===== src/hdl/bsc_pkg.sv =====
// Package for the base64 stream codec: job type passed from front to back,
// character constants, alphabet and digit functions. No dependencies.
package bsc_pkg;

    // Configuration port geometry.
    localparam int CFG_IDX_W  = 1;
    localparam int CFG_DATA_W = 1;

    // Configuration register indexes.
    localparam logic [CFG_IDX_W-1:0] CFG_DECODE_MODE = 1'd0;
    localparam logic [CFG_IDX_W-1:0] CFG_ENABLE      = 1'd1;

    // Job queue geometry (depth is a power of two so the pointers wrap).
    localparam int QUEUE_DEPTH = 2;
    localparam int QUEUE_AW    = $clog2(QUEUE_DEPTH);
    localparam int QUEUE_CW    = $clog2(QUEUE_DEPTH + 1);

    // Characters of the alphabet and the pad character.
    localparam logic [7:0] CHAR_UPPER_A = 8'h41;
    localparam logic [7:0] CHAR_UPPER_Z = 8'h5A;
    localparam logic [7:0] CHAR_LOWER_A = 8'h61;
    localparam logic [7:0] CHAR_LOWER_Z = 8'h7A;
    localparam logic [7:0] CHAR_ZERO    = 8'h30;
    localparam logic [7:0] CHAR_NINE    = 8'h39;
    localparam logic [7:0] CHAR_PLUS    = 8'h2B;
    localparam logic [7:0] CHAR_SLASH   = 8'h2F;
    localparam logic [7:0] CHAR_PAD     = 8'h3D;

    // Digit ranges of the alphabet.
    localparam logic [5:0] DIGIT_LOWER_BASE = 6'd26;
    localparam logic [5:0] DIGIT_NUM_BASE   = 6'd52;
    localparam logic [5:0] DIGIT_PLUS       = 6'd62;
    localparam logic [5:0] DIGIT_SLASH      = 6'd63;

    // One job: up to four result words, released in order from bytes[0].
    typedef struct packed {
        logic [3:0][7:0] bytes;
        logic [1:0]      last_pos;  // index of the final word of the job
        logic            empty;     // single word carrying no byte
        logic            last;      // final word of the job ends the message
    } t_job;

    // Result of classifying one text character.
    typedef struct packed {
        logic       valid;
        logic [5:0] value;
    } t_digit;

    // Map a six-bit digit to its alphabet character.
    function automatic logic [7:0] alpha_char(input logic [5:0] v);
        logic [7:0] c;
        if (v < DIGIT_LOWER_BASE) begin
            c = CHAR_UPPER_A + {2'b00, v};
        end else if (v < DIGIT_NUM_BASE) begin
            c = CHAR_LOWER_A + {2'b00, v - DIGIT_LOWER_BASE};
        end else if (v < DIGIT_PLUS) begin
            c = CHAR_ZERO + {2'b00, v - DIGIT_NUM_BASE};
        end else if (v == DIGIT_PLUS) begin
            c = CHAR_PLUS;
        end else begin
            c = CHAR_SLASH;
        end
        return c;
    endfunction

    // Classify a character; anything outside the alphabet is not a digit.
    function automatic t_digit digit_decode(input logic [7:0] c);
        t_digit d;
        d.valid = 1'b1;
        d.value = '0;
        if (c >= CHAR_UPPER_A && c <= CHAR_UPPER_Z) begin
            d.value = 6'(c - CHAR_UPPER_A);
        end else if (c >= CHAR_LOWER_A && c <= CHAR_LOWER_Z) begin
            d.value = 6'(c - CHAR_LOWER_A) + DIGIT_LOWER_BASE;
        end else if (c >= CHAR_ZERO && c <= CHAR_NINE) begin
            d.value = 6'(c - CHAR_ZERO) + DIGIT_NUM_BASE;
        end else if (c == CHAR_PLUS) begin
            d.value = DIGIT_PLUS;
        end else if (c == CHAR_SLASH) begin
            d.value = DIGIT_SLASH;
        end else begin
            d.valid = 1'b0;
        end
        return d;
    endfunction

endpackage


===== src/hdl/bsc_in_if.sv =====
// Input channel of the base64 stream codec: valid/ready handshake with one
// message byte and its end flag. No dependencies.
interface bsc_in_if;
    logic       valid;
    logic       ready;
    logic [7:0] in_byte;
    logic       in_last;

    modport source (output valid, output in_byte, output in_last, input ready);
    modport sink   (input valid, input in_byte, input in_last, output ready);
endinterface


===== src/hdl/bsc_out_if.sv =====
// Output channel of the base64 stream codec: valid/ready handshake with one
// result word. No dependencies.
interface bsc_out_if;
    logic       valid;
    logic       ready;
    logic [7:0] out_byte;
    logic       out_has_byte;
    logic       out_last;

    modport source (output valid, output out_byte, output out_has_byte, output out_last,
                    input ready);
    modport sink   (input valid, input out_byte, input out_has_byte, input out_last,
                    output ready);
endinterface


===== src/hdl/bsc_front.sv =====
// Front end of the base64 stream codec: configuration registers, group state,
// and conversion of each accepted word into a job. Depends on bsc_pkg, bsc_in_if.
module bsc_front
    import bsc_pkg::*;
(
    input  logic                  i_clk,
    input  logic                  i_rst_n,
    input  logic                  i_cfg_we,
    input  logic [CFG_IDX_W-1:0]  i_cfg_index,
    input  logic [CFG_DATA_W-1:0] i_cfg_wdata,
    bsc_in_if.sink                i_in_ch,
    input  logic                  i_q_full,
    output logic                  o_q_push,
    output t_job                  o_q_job
);

    logic        r_decode_mode;
    logic        r_enable;
    logic [17:0] r_group_bits;
    logic [1:0]  r_group_count;
    logic [17:0] n_group_bits;
    logic [1:0]  n_group_count;
    logic        accept;

    // The front takes a word whenever the job queue has room.
    assign i_in_ch.ready = !i_q_full;
    assign accept        = i_in_ch.valid && !i_q_full;

    // Group update and job build for the accepted word.
    always_comb begin
        logic [23:0] enc_bits;
        logic [2:0]  enc_cnt;
        logic [23:0] pad_bits;
        t_digit      dig;
        logic [23:0] dec_full;
        logic [17:0] dec_gb;
        logic [1:0]  dec_gc;

        n_group_bits  = r_group_bits;
        n_group_count = r_group_count;
        o_q_push      = 1'b0;
        o_q_job       = '0;

        enc_bits = {r_group_bits[15:0], i_in_ch.in_byte};
        enc_cnt  = {1'b0, r_group_count} + 3'd1;
        pad_bits = (enc_cnt == 3'd1) ? {i_in_ch.in_byte, 16'h0000}
                                     : {r_group_bits[7:0], i_in_ch.in_byte, 8'h00};
        dig      = digit_decode(i_in_ch.in_byte);
        dec_full = {r_group_bits, dig.value};
        dec_gb   = r_group_bits;
        dec_gc   = r_group_count;

        if (accept) begin
            priority if (!r_enable) begin
                // Disabled: drop the word, restart the group at message end.
                if (i_in_ch.in_last) begin
                    n_group_bits  = '0;
                    n_group_count = '0;
                end
            end else if (!r_decode_mode) begin
                if (enc_cnt >= 3'd3) begin
                    // Full group of three bytes gives four characters.
                    o_q_push           = 1'b1;
                    o_q_job.bytes[0]   = alpha_char(enc_bits[23:18]);
                    o_q_job.bytes[1]   = alpha_char(enc_bits[17:12]);
                    o_q_job.bytes[2]   = alpha_char(enc_bits[11:6]);
                    o_q_job.bytes[3]   = alpha_char(enc_bits[5:0]);
                    o_q_job.last_pos   = 2'd3;
                    o_q_job.last       = i_in_ch.in_last;
                    n_group_bits       = '0;
                    n_group_count      = '0;
                end else if (i_in_ch.in_last) begin
                    // Short final group is padded out to four characters.
                    o_q_push           = 1'b1;
                    o_q_job.bytes[0]   = alpha_char(pad_bits[23:18]);
                    o_q_job.bytes[1]   = alpha_char(pad_bits[17:12]);
                    o_q_job.bytes[2]   = (enc_cnt == 3'd2) ? alpha_char(pad_bits[11:6])
                                                           : CHAR_PAD;
                    o_q_job.bytes[3]   = CHAR_PAD;
                    o_q_job.last_pos   = 2'd3;
                    o_q_job.last       = 1'b1;
                    n_group_bits       = '0;
                    n_group_count      = '0;
                end else begin
                    n_group_bits  = {2'b00, enc_bits[15:0]};
                    n_group_count = enc_cnt[1:0];
                end
            end else begin
                // Decode: gather digits, skip anything outside the alphabet.
                if (dig.valid) begin
                    if (r_group_count == 2'd3) begin
                        o_q_push         = 1'b1;
                        o_q_job.bytes[0] = dec_full[23:16];
                        o_q_job.bytes[1] = dec_full[15:8];
                        o_q_job.bytes[2] = dec_full[7:0];
                        o_q_job.last_pos = 2'd2;
                        o_q_job.last     = i_in_ch.in_last;
                        dec_gb           = '0;
                        dec_gc           = '0;
                    end else begin
                        dec_gb = dec_full[17:0];
                        dec_gc = r_group_count + 2'd1;
                    end
                end
                n_group_bits  = dec_gb;
                n_group_count = dec_gc;
                if (i_in_ch.in_last) begin
                    n_group_bits  = '0;
                    n_group_count = '0;
                    // A full group already carries the end flag; otherwise
                    // flush the partial group or send the empty end marker.
                    if (!o_q_push) begin
                        o_q_push     = 1'b1;
                        o_q_job.last = 1'b1;
                        unique case (dec_gc)
                            2'd2: begin
                                o_q_job.bytes[0] = dec_gb[11:4];
                                o_q_job.last_pos = 2'd0;
                            end
                            2'd3: begin
                                o_q_job.bytes[0] = dec_gb[17:10];
                                o_q_job.bytes[1] = dec_gb[9:2];
                                o_q_job.last_pos = 2'd1;
                            end
                            default: begin
                                o_q_job.empty    = 1'b1;
                                o_q_job.last_pos = 2'd0;
                            end
                        endcase
                    end
                end
            end
        end
    end

    // Configuration and group state; a mode write restarts the group.
    always_ff @(posedge i_clk) begin
        if (!i_rst_n) begin
            r_decode_mode <= 1'b0;
            r_enable      <= 1'b1;
            r_group_bits  <= '0;
            r_group_count <= '0;
        end else if (i_cfg_we) begin
            if (i_cfg_index == CFG_DECODE_MODE) begin
                r_decode_mode <= i_cfg_wdata[0];
                r_group_bits  <= '0;
                r_group_count <= '0;
            end else if (i_cfg_index == CFG_ENABLE) begin
                r_enable <= i_cfg_wdata[0];
            end
        end else begin
            r_group_bits  <= n_group_bits;
            r_group_count <= n_group_count;
        end
    end

    // An encode group never holds three bytes between words.
    a_enc_count: assert property (@(posedge i_clk) disable iff (!i_rst_n)
        !r_decode_mode |-> r_group_count != 2'd3)
        else $error("encode group count reached three");

    // Jobs are only created for accepted words.
    a_push_on_accept: assert property (@(posedge i_clk) disable iff (!i_rst_n)
        o_q_push |-> (i_in_ch.valid && !i_q_full))
        else $error("job pushed without an accepted word");

    // The empty end marker always closes a message.
    a_empty_is_last: assert property (@(posedge i_clk) disable iff (!i_rst_n)
        (o_q_push && o_q_job.empty) |-> o_q_job.last)
        else $error("empty job without end flag");

endmodule


===== src/hdl/bsc_queue.sv =====
// Short job queue between the front and back of the base64 stream codec.
// Depends on bsc_pkg.
module bsc_queue
    import bsc_pkg::*;
(
    input  logic i_clk,
    input  logic i_rst_n,
    input  logic i_push,
    input  t_job i_job,
    output logic o_full,
    input  logic i_pop,
    output logic o_valid,
    output t_job o_job
);

    t_job                r_mem [QUEUE_DEPTH];
    logic [QUEUE_AW-1:0] r_wr_ptr;
    logic [QUEUE_AW-1:0] r_rd_ptr;
    logic [QUEUE_CW-1:0] r_count;

    assign o_full  = (r_count == QUEUE_CW'(QUEUE_DEPTH));
    assign o_valid = (r_count != '0);
    assign o_job   = r_mem[r_rd_ptr];

    // Entry storage.
    always_ff @(posedge i_clk) begin
        if (i_push) begin
            r_mem[r_wr_ptr] <= i_job;
        end
    end

    // Pointers and fill count; pointers wrap since the depth is a power of two.
    always_ff @(posedge i_clk) begin
        if (!i_rst_n) begin
            r_wr_ptr <= '0;
            r_rd_ptr <= '0;
            r_count  <= '0;
        end else begin
            if (i_push) begin
                r_wr_ptr <= r_wr_ptr + QUEUE_AW'(1);
            end
            if (i_pop) begin
                r_rd_ptr <= r_rd_ptr + QUEUE_AW'(1);
            end
            if (i_push && !i_pop) begin
                r_count <= r_count + QUEUE_CW'(1);
            end else if (!i_push && i_pop) begin
                r_count <= r_count - QUEUE_CW'(1);
            end
        end
    end

    a_no_overflow: assert property (@(posedge i_clk) disable iff (!i_rst_n)
        i_push |-> !o_full)
        else $error("push into full job queue");

    a_no_underflow: assert property (@(posedge i_clk) disable iff (!i_rst_n)
        i_pop |-> o_valid)
        else $error("pop from empty job queue");

    a_count_bound: assert property (@(posedge i_clk) disable iff (!i_rst_n)
        r_count <= QUEUE_CW'(QUEUE_DEPTH))
        else $error("job queue count beyond depth");

endmodule


===== src/hdl/bsc_back.sv =====
// Back end of the base64 stream codec: serializes the head job into result
// words through an output register. Depends on bsc_pkg, bsc_out_if.
module bsc_back
    import bsc_pkg::*;
(
    input  logic     i_clk,
    input  logic     i_rst_n,
    input  logic     i_q_valid,
    input  t_job     i_q_job,
    output logic     o_q_pop,
    bsc_out_if.source o_out_ch
);

    logic       r_out_valid;
    logic [7:0] r_out_byte;
    logic       r_out_has_byte;
    logic       r_out_last;
    logic [1:0] r_pos;
    logic       advance;

    // The output register takes a new word when empty or being drained.
    assign advance = !r_out_valid || o_out_ch.ready;
    assign o_q_pop = advance && i_q_valid && (r_pos == i_q_job.last_pos);

    assign o_out_ch.valid        = r_out_valid;
    assign o_out_ch.out_byte     = r_out_byte;
    assign o_out_ch.out_has_byte = r_out_has_byte;
    assign o_out_ch.out_last     = r_out_last;

    // Output valid and position within the head job.
    always_ff @(posedge i_clk) begin
        if (!i_rst_n) begin
            r_out_valid <= 1'b0;
            r_pos       <= '0;
        end else if (advance) begin
            r_out_valid <= i_q_valid;
            if (i_q_valid) begin
                r_pos <= o_q_pop ? 2'd0 : r_pos + 2'd1;
            end
        end
    end

    // Output payload.
    always_ff @(posedge i_clk) begin
        if (advance && i_q_valid) begin
            r_out_byte     <= i_q_job.bytes[r_pos];
            r_out_has_byte <= !i_q_job.empty;
            r_out_last     <= i_q_job.last && (r_pos == i_q_job.last_pos);
        end
    end

    a_pos_in_job: assert property (@(posedge i_clk) disable iff (!i_rst_n)
        i_q_valid |-> r_pos <= i_q_job.last_pos)
        else $error("word position beyond head job");

    a_pos_idle: assert property (@(posedge i_clk) disable iff (!i_rst_n)
        !i_q_valid |-> r_pos == 2'd0)
        else $error("word position not cleared with queue empty");

    a_last_word: assert property (@(posedge i_clk) disable iff (!i_rst_n)
        (o_q_pop && i_q_job.last) |=> (r_out_valid && r_out_last))
        else $error("message end not shown on final word");

    a_marker_last: assert property (@(posedge i_clk) disable iff (!i_rst_n)
        (r_out_valid && !r_out_has_byte) |-> r_out_last)
        else $error("empty marker without end flag");

endmodule


===== src/hdl/base64_stream_codec.sv =====
// Base64 stream codec top level: front end, job queue and back end.
// Depends on bsc_pkg, bsc_in_if, bsc_out_if, bsc_front, bsc_queue, bsc_back.
//
// Usage: message bytes enter on i_in_ch (valid/ready), the final byte of a
// message flagged by in_last. Results leave on o_out_ch, one word per
// handshake: out_byte, out_has_byte (low only for the empty end marker) and
// out_last on the final word of a message. Configuration writes use i_cfg_we,
// i_cfg_index and i_cfg_wdata: index 0 selects decode mode and restarts the
// group, index 1 enables the transform. Write only while the block is idle.
// The first word of a job goes into the job queue at the edge that accepts
// the input word completing it, then to the output register; the rest follow
// one per cycle. The output side runs one word per cycle while the receiver
// keeps up, so encoding is bound by the four characters per three input bytes
// and decoding sustains one text character per cycle. The input takes a word
// in the same cycle that an earlier result waits; it stalls only when the
// two-entry job queue is full. A stalled receiver holds the output word, then
// fills the queue, then backs up to the input. Synchronous reset empties the
// queue and output register, clears the group, selects encode mode, enabled.
module base64_stream_codec
    import bsc_pkg::*;
(
    input  logic                  i_clk,
    input  logic                  i_rst_n,
    input  logic                  i_cfg_we,
    input  logic [CFG_IDX_W-1:0]  i_cfg_index,
    input  logic [CFG_DATA_W-1:0] i_cfg_wdata,
    bsc_in_if.sink                i_in_ch,
    bsc_out_if.source             o_out_ch
);

    logic q_push;
    logic q_full;
    logic q_pop;
    logic q_valid;
    t_job q_in_job;
    t_job q_out_job;

    bsc_front u_front (
        .i_clk       (i_clk),
        .i_rst_n     (i_rst_n),
        .i_cfg_we    (i_cfg_we),
        .i_cfg_index (i_cfg_index),
        .i_cfg_wdata (i_cfg_wdata),
        .i_in_ch     (i_in_ch),
        .i_q_full    (q_full),
        .o_q_push    (q_push),
        .o_q_job     (q_in_job)
    );

    bsc_queue u_queue (
        .i_clk   (i_clk),
        .i_rst_n (i_rst_n),
        .i_push  (q_push),
        .i_job   (q_in_job),
        .o_full  (q_full),
        .i_pop   (q_pop),
        .o_valid (q_valid),
        .o_job   (q_out_job)
    );

    bsc_back u_back (
        .i_clk     (i_clk),
        .i_rst_n   (i_rst_n),
        .i_q_valid (q_valid),
        .i_q_job   (q_out_job),
        .o_q_pop   (q_pop),
        .o_out_ch  (o_out_ch)
    );

endmodule

===== src/flat_wrapper.sv =====
// flat-port wrapper written by rule: the top's interface ports become plain ports
module base64_stream_codec_flat import bsc_pkg::*;
  (i_clk, i_rst_n, i_cfg_we, i_cfg_index, i_cfg_wdata, i_in_ch_valid, i_in_ch_in_byte, i_in_ch_in_last, i_in_ch_ready, o_out_ch_valid, o_out_ch_out_byte, o_out_ch_out_has_byte, o_out_ch_out_last, o_out_ch_ready);
  bsc_in_if i_in_ch_i ();
  bsc_out_if o_out_ch_i ();
  input  logic i_clk;
  input  logic i_rst_n;
  input  logic i_cfg_we;
  input  logic [CFG_IDX_W-1:0] i_cfg_index;
  input  logic [CFG_DATA_W-1:0] i_cfg_wdata;
  input wire logic [$bits(i_in_ch_i.valid)-1:0] i_in_ch_valid;
  input wire logic [$bits(i_in_ch_i.in_byte)-1:0] i_in_ch_in_byte;
  input wire logic [$bits(i_in_ch_i.in_last)-1:0] i_in_ch_in_last;
  output wire logic [$bits(i_in_ch_i.ready)-1:0] i_in_ch_ready;
  output wire logic [$bits(o_out_ch_i.valid)-1:0] o_out_ch_valid;
  output wire logic [$bits(o_out_ch_i.out_byte)-1:0] o_out_ch_out_byte;
  output wire logic [$bits(o_out_ch_i.out_has_byte)-1:0] o_out_ch_out_has_byte;
  output wire logic [$bits(o_out_ch_i.out_last)-1:0] o_out_ch_out_last;
  input wire logic [$bits(o_out_ch_i.ready)-1:0] o_out_ch_ready;
  assign i_in_ch_i.valid = i_in_ch_valid;
  assign i_in_ch_i.in_byte = i_in_ch_in_byte;
  assign i_in_ch_i.in_last = i_in_ch_in_last;
  assign i_in_ch_ready = i_in_ch_i.ready;
  assign o_out_ch_valid = o_out_ch_i.valid;
  assign o_out_ch_out_byte = o_out_ch_i.out_byte;
  assign o_out_ch_out_has_byte = o_out_ch_i.out_has_byte;
  assign o_out_ch_out_last = o_out_ch_i.out_last;
  assign o_out_ch_i.ready = o_out_ch_ready;
  base64_stream_codec u_core (.i_clk(i_clk), .i_rst_n(i_rst_n), .i_cfg_we(i_cfg_we), .i_cfg_index(i_cfg_index), .i_cfg_wdata(i_cfg_wdata), .i_in_ch(i_in_ch_i), .o_out_ch(o_out_ch_i));
endmodule

===== config.mk =====
export PLATFORM = sky130hd
export DESIGN_NAME = base64_stream_codec_flat
export DESIGN_NICKNAME = d
export VERILOG_FILES = /design/src/hdl/bsc_pkg.sv /design/src/hdl/bsc_in_if.sv /design/src/hdl/bsc_out_if.sv /design/src/hdl/bsc_front.sv /design/src/hdl/bsc_queue.sv /design/src/hdl/bsc_back.sv /design/src/hdl/base64_stream_codec.sv /design/src/flat_wrapper.sv
export SDC_FILE = /design/constraint.sdc
export NUM_CORES = 1
export LEC_CHECK = 0
export BUFFER_PORTS_ARGS = -buffer_cell sky130_fd_sc_hd__buf_2
export CAP_MARGIN = 10
export CORE_UTILIZATION = 31
export DETAILED_ROUTE_END_ITERATION = 8
export GPL_ROUTABILITY_DRIVEN = 0
export PLACE_DENSITY = 0.41
export RECOVER_POWER = 50
export SYNTH_ARGS = -nofsm -noshare
export SYNTH_HDL_FRONTEND = slang
export SYNTH_HIERARCHICAL = 1
export SYNTH_SLANG_ARGS = --single-unit

===== constraint.sdc =====
create_clock -name i_clk -period 6.7 [get_ports i_clk]
set_input_delay 1.34 -clock i_clk [delete_from_list [all_inputs] [get_ports i_clk]]
set_output_delay 1.34 -clock i_clk [all_outputs]
set_load 0.02 [all_outputs]

# --- Word level (Yosys, flattened, before mapping) ---
# Memory sizes are Yosys's and may differ from the RTL's. A register that Yosys moved wholly into a read port is not among the register bits.
# Index checks and enable logic that the tools add are counted.
totals:
  ff_bits: 39
  ramBits: 72
  inputBits: 16
  out_inout_bits: 12
  elab_cells: 238
  mem_count: 1
op_classes:
  addsub: 47
  n_lt_le_gt_ge: 29
  eq_ne: 18
  n_mux: 104
  bitwise_logic: 1
  reduce_logical: 25
mem_list:
  columns: ["memory", "depth", "word_bits", "read_ports", "rd_ports_with_merged_regs", "write_ports", "line", "rtl"]
  rows:
  - ["u_core.u_queue.r_mem", 2, 36, 1, 1, 1, "bsc_queue.sv:16", "t_job r_mem [QUEUE_DEPTH];"]
op_table:
  columns: ["op", "count"]
  rows:
  - ["$mux 18", 9]
  - ["$mux 8", 18]
  - ["$add 7x6->8 const A", 14]
  - ["$lt 6x6->1 const B", 14]
  - ["$mux 26", 3]
  - ["$mux 36", 2]
  - ["$sub 6x6->6 const B", 9]
  - ["$add 6x6->7 const A", 7]
  - ["$mux 7", 7]
  - ["$eq 6x6->1 const B", 7]
  - ["$lt 6x5->1 const B", 7]
  - ["$sub 6x5->6 const B", 7]
  - ["$mux 20", 2]
  - ["$mux 2", 17]
  - ["$mux 34", 1]
  - ["$mux 16", 2]
  - ["$mux 32", 1]
  - ["$mux 6", 5]
  - ["$mux 1", 27]
  - ["$mux 24", 1]
  - ["$mux 3", 7]
  - ["$bmux 8 s2", 1]
  - ["$eq 8x6->1 const B", 2]
  - ["$ge 8x7->1 const B", 2]
  - ["29 further kinds", 52]

# --- Longest topological paths before layout ---
depth:
  depth_word: 18
  depth_mapped: 17
  mapped_depth_nobuf: 12

# --- Cells and area by module ---
# Netlist, hierarchy kept.
modules_own_cells:
  columns: ["module", "n_inst", "cells_per_inst", "area_per_inst_um2", "seq_area_each_um2"]
  rows:
  - ["bsc_front", 1, 891, 6252.2, 440.4]
  - ["bsc_queue", 1, 134, 2827.7, 2262.2]
  - ["bsc_back", 1, 43, 699.4, 360.3]

# --- Least setup slack after synthesis ---
# Ideal clock, no wire load.
synth_timing:
  path_type: "input -> register"
  start: "input port i_in_ch_in_byte[2]"
  end: "memory u_core/u_queue/r_mem[0][0] (netlist name), enable pin"
  setup_time_ns: 0.435
  arrival_ns: 5.098
  required_ns: 6.265
  setup_slack_ns: 1.167
  stages: 10
  n_path_buf: 1
  cell_sequence: "buf_1 inv_1 ha_1 a21o_1 o211a_4 a2bb2oi_4 a21oi_2 nand2_1 a21oi_1 nor2b_1"
synth_via:
  elab_chain_len: 16
  elab_cells_between_ends: 26
  cone_classes: "order compare: 6; eq/ne: 2; mux: 15; reduce/logical: 3"
synth_lines:
  columns: ["item", "line", "rtl"]
  rows:
  - ["start: declaration", "flat_wrapper.sv:12", "input wire logic [$bits(i_in_ch_i.in_byte)-1:0] i_in_ch_in_byte;"]
  - ["parallel branches: the longest is 5 deep, another holds $ge 8x6->1", null, null]
  - ["$mux 1 (*)", "bsc_pkg.sv:71", "if (c >= CHAR_UPPER_A && c <= CHAR_UPPER_Z) begin"]
  - ["$mux 1 (*)", "bsc_front.sv:90", "if (dig.valid) begin"]
  - ["$mux 1 (*)", "bsc_front.sv:60", "end else if (!r_decode_mode) begin"]
  - ["$mux 1 (*)", "bsc_front.sv:54", "priority if (!r_enable) begin"]
  - ["$mux 1 (*)", "bsc_front.sv:53", "if (accept) begin"]
  - ["$mux 1 (*)", "bsc_front.sv:107", "if (i_in_ch.in_last) begin"]
  - ["$mux 1 (*)", "bsc_front.sv:60", null]
  - ["$mux 1 (*)", "bsc_front.sv:54", null]
  - ["$mux 1 (*)", "bsc_front.sv:53", null]
  - ["named net u_core.q_push", "base64_stream_codec.sv:31", "logic q_push;"]
  - ["$mux 1 (*)", "bsc_queue.sv:27", "if (i_push) begin"]
  - ["$mux 1 (not written as such) (*)", "bsc_queue.sv:28", "r_mem[r_wr_ptr] <= i_job;"]
  - ["end: declaration", "bsc_queue.sv:16", null]
# Mark *: on every way through the listed nets, which the timed path passes. The select of a mux whose other input is x is not followed.

# --- Worst setup path in the final report ---
layout_timing:
  start: "input port i_in_ch_in_byte[2]"
  end: "memory u_core/u_queue/r_mem[0][34] (netlist name), enable pin"
# The elaborated chain is that of the path after synthesis.

==> out/qor.csv <==
metric,value,unit
wl_met1,14.8,mm
placed_area,10200,sq um
cts_tree,built,
wl_per_cell,21.9,um
core,30800,sq um
cp.required,6.77,ns
syn2layout_area_growth,6.54,%
detail_route.first_pass.iterations,7,
hold_path.startpoint,u_core/u_queue/r_count[1],
ys_warn_count,6,
fin_skew,0.00947,ns
placed_cells,1429,
postSynth.asyncResetShare,0,
yosysMostFrequentCell,nand2_1,
p_leak,3.65,nW
reg2reg_depth,14,
drc,0,
cp_top_family,buffers and inverters,
vdd_drop_max,0.000114,V
cp-end-kind,flop,
cts_hold_buf,0,
placementRows,64,
arrival,5.39,ns
antenna_left,0,
wirelength,31.7,mm
post-route-period-util,0.795,
hold_viol_final,0,
r2r-start,u_core/u_front/r_group_count[0],
portBuffers,27,
slew_headroom,-0.443,
violations,"max-capacitance violations, max-slew violations",
r2r_setup_slack,2.36,ns
synthTopCellsByCount,"nand2_1 (100), edfxtp_1 (82), ha_1 (72)",
clock-root-buffer,clkbuf_16,
drtIter0Drc,566,
syn-cell-area,9780,sq um
worst-path-buf-inv,4,
cts_buffer_depth,2,
netlist.area_leader.share,0.252,
postSynthAreaPerCell,9.16,sq um
criticalPathCategory,input port to flop,
fin_nets,1132,
grt_pass1_vias,8063,
initial_core_util,0.317,
outcome,finished with violations,
die_h,180,um
cp_max_fo,24,
diodes,0,
rsz0062_at_grt,false,
finalCriticalPeriod,5.33,ns
slew_violations,75,
vias,8200,
drive_above_1_share,0.101,
grt_max_degree,42,
htree_num_levels,3,
routed-wl-met2,15.2,mm
cpPeakStageDelay,0.69,ns
die_x,180,um
power.density,214,nW/um^2
grt_first_pass_wirelength,49.5,mm
synthDistinctLibCells,94,
stdcell_area,10400,sq um
wl_met3,1.37,mm
cts_resized,0,
power.total,2.23,mW
io_pins,28,
min_path_type,flop to flop,
cap_viol_max_count,2,
min_to,u_core/u_queue/r_count[1],
tns,0,ns
timing.rr.end,u_core/u_queue/r_mem[1][18],
synth_edf_count,82,
cp_slowest_cell,nor2b_4,
achievable-frequency,188,MHz
synth_top_area_cell,edfxtp_1,
dieArea,32300,sq um
placement.setup.worst_slack,1.51,ns
top_layer_used,met4,
timing.final.ws_setup,1.37,ns
netlist_instances,1068,
cts_sinks,112,
cp-start-kind,input port,
setup_viol_count_final,0,
worstSkewPairLatency,0.35,ns
cp_cell_sequence,clkbuf_1 -> inv_1 -> ha_1 -> and4bb_1 -> a211oi_4 -> a21oi_1 -> a21oi_2 -> buf_4 -> nand2_1 -> a21oi_1 -> nor2b_4 -> buf_4,
whs_path_depth,2,
yosys_register_bits,112,
cts_setup_buffers,0,
synth_area_leaders,"edfxtp_1 (25%), ha_1 (9.2%), dfxtp_1 (6.1%), mux2_2 (4.3%), xnor2_1 (3.9%)",
ys_dominant_reg_cell,edfxtp_1,
syn_nets,1156,
cts_made_buffers,9,
overflow,0,
synth-seq-area-share,0.313,
via_per_inst,5.67,
instances_no_fill,1445,
clk_pin_slew,0.08,ns
antenna_found_initial,0,
worst_pin_slew,2.17,ns
globalRouteTotalUtil,0.196,
dp_hpwl,23.0,mm
[per-stage QoR]
stage	utilization	hold slack [ns]
after global routing	0.338	0.560
after global placement	0.330	0.488
after detailed placement	0.330	0.494
final	0.338	0.500
after floorplan	-	0.461
after CTS	0.340	0.505
[cell usage in the layout (no fill, tap or decap), types with 10 or more instances in the layout]
cell / instances
clkbuf_16: 10
mux2_2: 29
a22o_1: 13
inv_1: 39
xnor2_1: 44
edfxtp_1: 82
dfxtp_1: 30
buf_4: 16
nand4_1: 12
nand3_1: 37
nand2b_1: 13
o211ai_1: 15
nand2_1: 100
xor2_1: 31
o21a_1: 16
a21oi_1: 66
nor2b_1: 13
o21ai_0: 58
nor3_1: 25
nor2_1: 50
buf_2: 12
a211oi_1: 17
a31oi_1: 21
ha_1: 72
mux2i_1: 16
clkbuf_1: 17
a22oi_1: 10
[kinds of logic after synthesis]
family                     count (synthesis)  share of synthesized area
AOI/OAI and AO/OA                        313                      0.230
xor gates and xnor gates                  76                     0.0695
adders and majority gates                 72                     0.0921
buffers and inverters                    121                     0.0548
DFF                                      112                      0.313
muxes                                     63                     0.0815
and+or+nand+nor                          311                      0.159
[power breakdown]
| part | total [mW] | switching (mW) | internal (mW) |
|---|---|---|---|
| clock network | 0.545 | 0.263 | 0.282 |
| registers | 0.916 | 0.0556 | 0.860 |
| logic | 0.770 | 0.467 | 0.303 |
| total | 2.23 | 0.785 | 1.45 |
[area by class of cell]
type,instances,area [sq um]
flip-flops and latches,112,3060
clock buffers,11,254
inverters,42,158
clock inverters,5,47.5
repair buffers,44,240
fillers,3188,20400
multi-input cells,835,6160
well taps,396,495
[metal layers]
metal,global-route usage,up-vias
li1,-,3924
met1,0.270,4043
met2,0.337,212
met3,0.0221,21
met4,0.0279,0
met5,0,-
[how the worst max path moves through the flow]
stage | endpoint | start | cells after the start | slack, ns
after floorplan | u_core/u_queue/r_mem[0][0] | i_in_ch_in_byte[2] | 10 | 1.17
after global placement | u_core/u_queue/r_mem[0][32] | i_in_ch_in_byte[2] | 12 | 1.60
after detailed placement | u_core/u_queue/r_mem[0][29] | i_in_ch_in_byte[2] | 12 | 1.51
after CTS | u_core/u_queue/r_mem[0][29] | i_in_ch_in_byte[2] | 12 | 1.90
after global routing | u_core/u_queue/r_mem[0][30] | i_in_ch_in_byte[2] | 12 | 1.02
final | u_core/u_queue/r_mem[0][34] | i_in_ch_in_byte[2] | 12 | 1.37
[sequential cells by signal (all words and copies together), names as in the netlist, named ones only]
| register | count |
|---|---|
| u_core/u_back/o_out_ch.out_last | 1 |
| u_core/u_front/r_enable | 1 |
| u_core/u_queue/r_rd_ptr | 1 |
| u_core/u_front/r_group_bits | 18 |
| u_core/u_back/r_pos | 2 |
| u_core/u_queue/r_wr_ptr | 1 |
| u_core/u_front/r_decode_mode | 1 |
| u_core/u_queue/r_mem | 72 |
| u_core/u_back/o_out_ch.valid | 1 |
| u_core/u_queue/r_count | 2 |
| u_core/u_back/o_out_ch.out_byte | 8 |
| u_core/u_back/o_out_ch.out_has_byte | 1 |
| u_core/u_front/r_group_count | 2 |
[worst register-to-register path, cell delays in order (launching register included)]
cell and delay, ns:
dfxtp_1 0.31, buf_4 0.22, clkinv_1 0.31, ha_1 0.31, buf_4 0.26, nor2_1 0.43, inv_1 0.18, ha_1 0.22
a21oi_1 0.22, xnor2_1 0.11, o21ai_0 0.29, o211ai_1 0.17, o2111ai_1 0.16, o41ai_1 0.19, a211oi_1 0.67
Note: power is estimated with default switching activity, not from simulation.
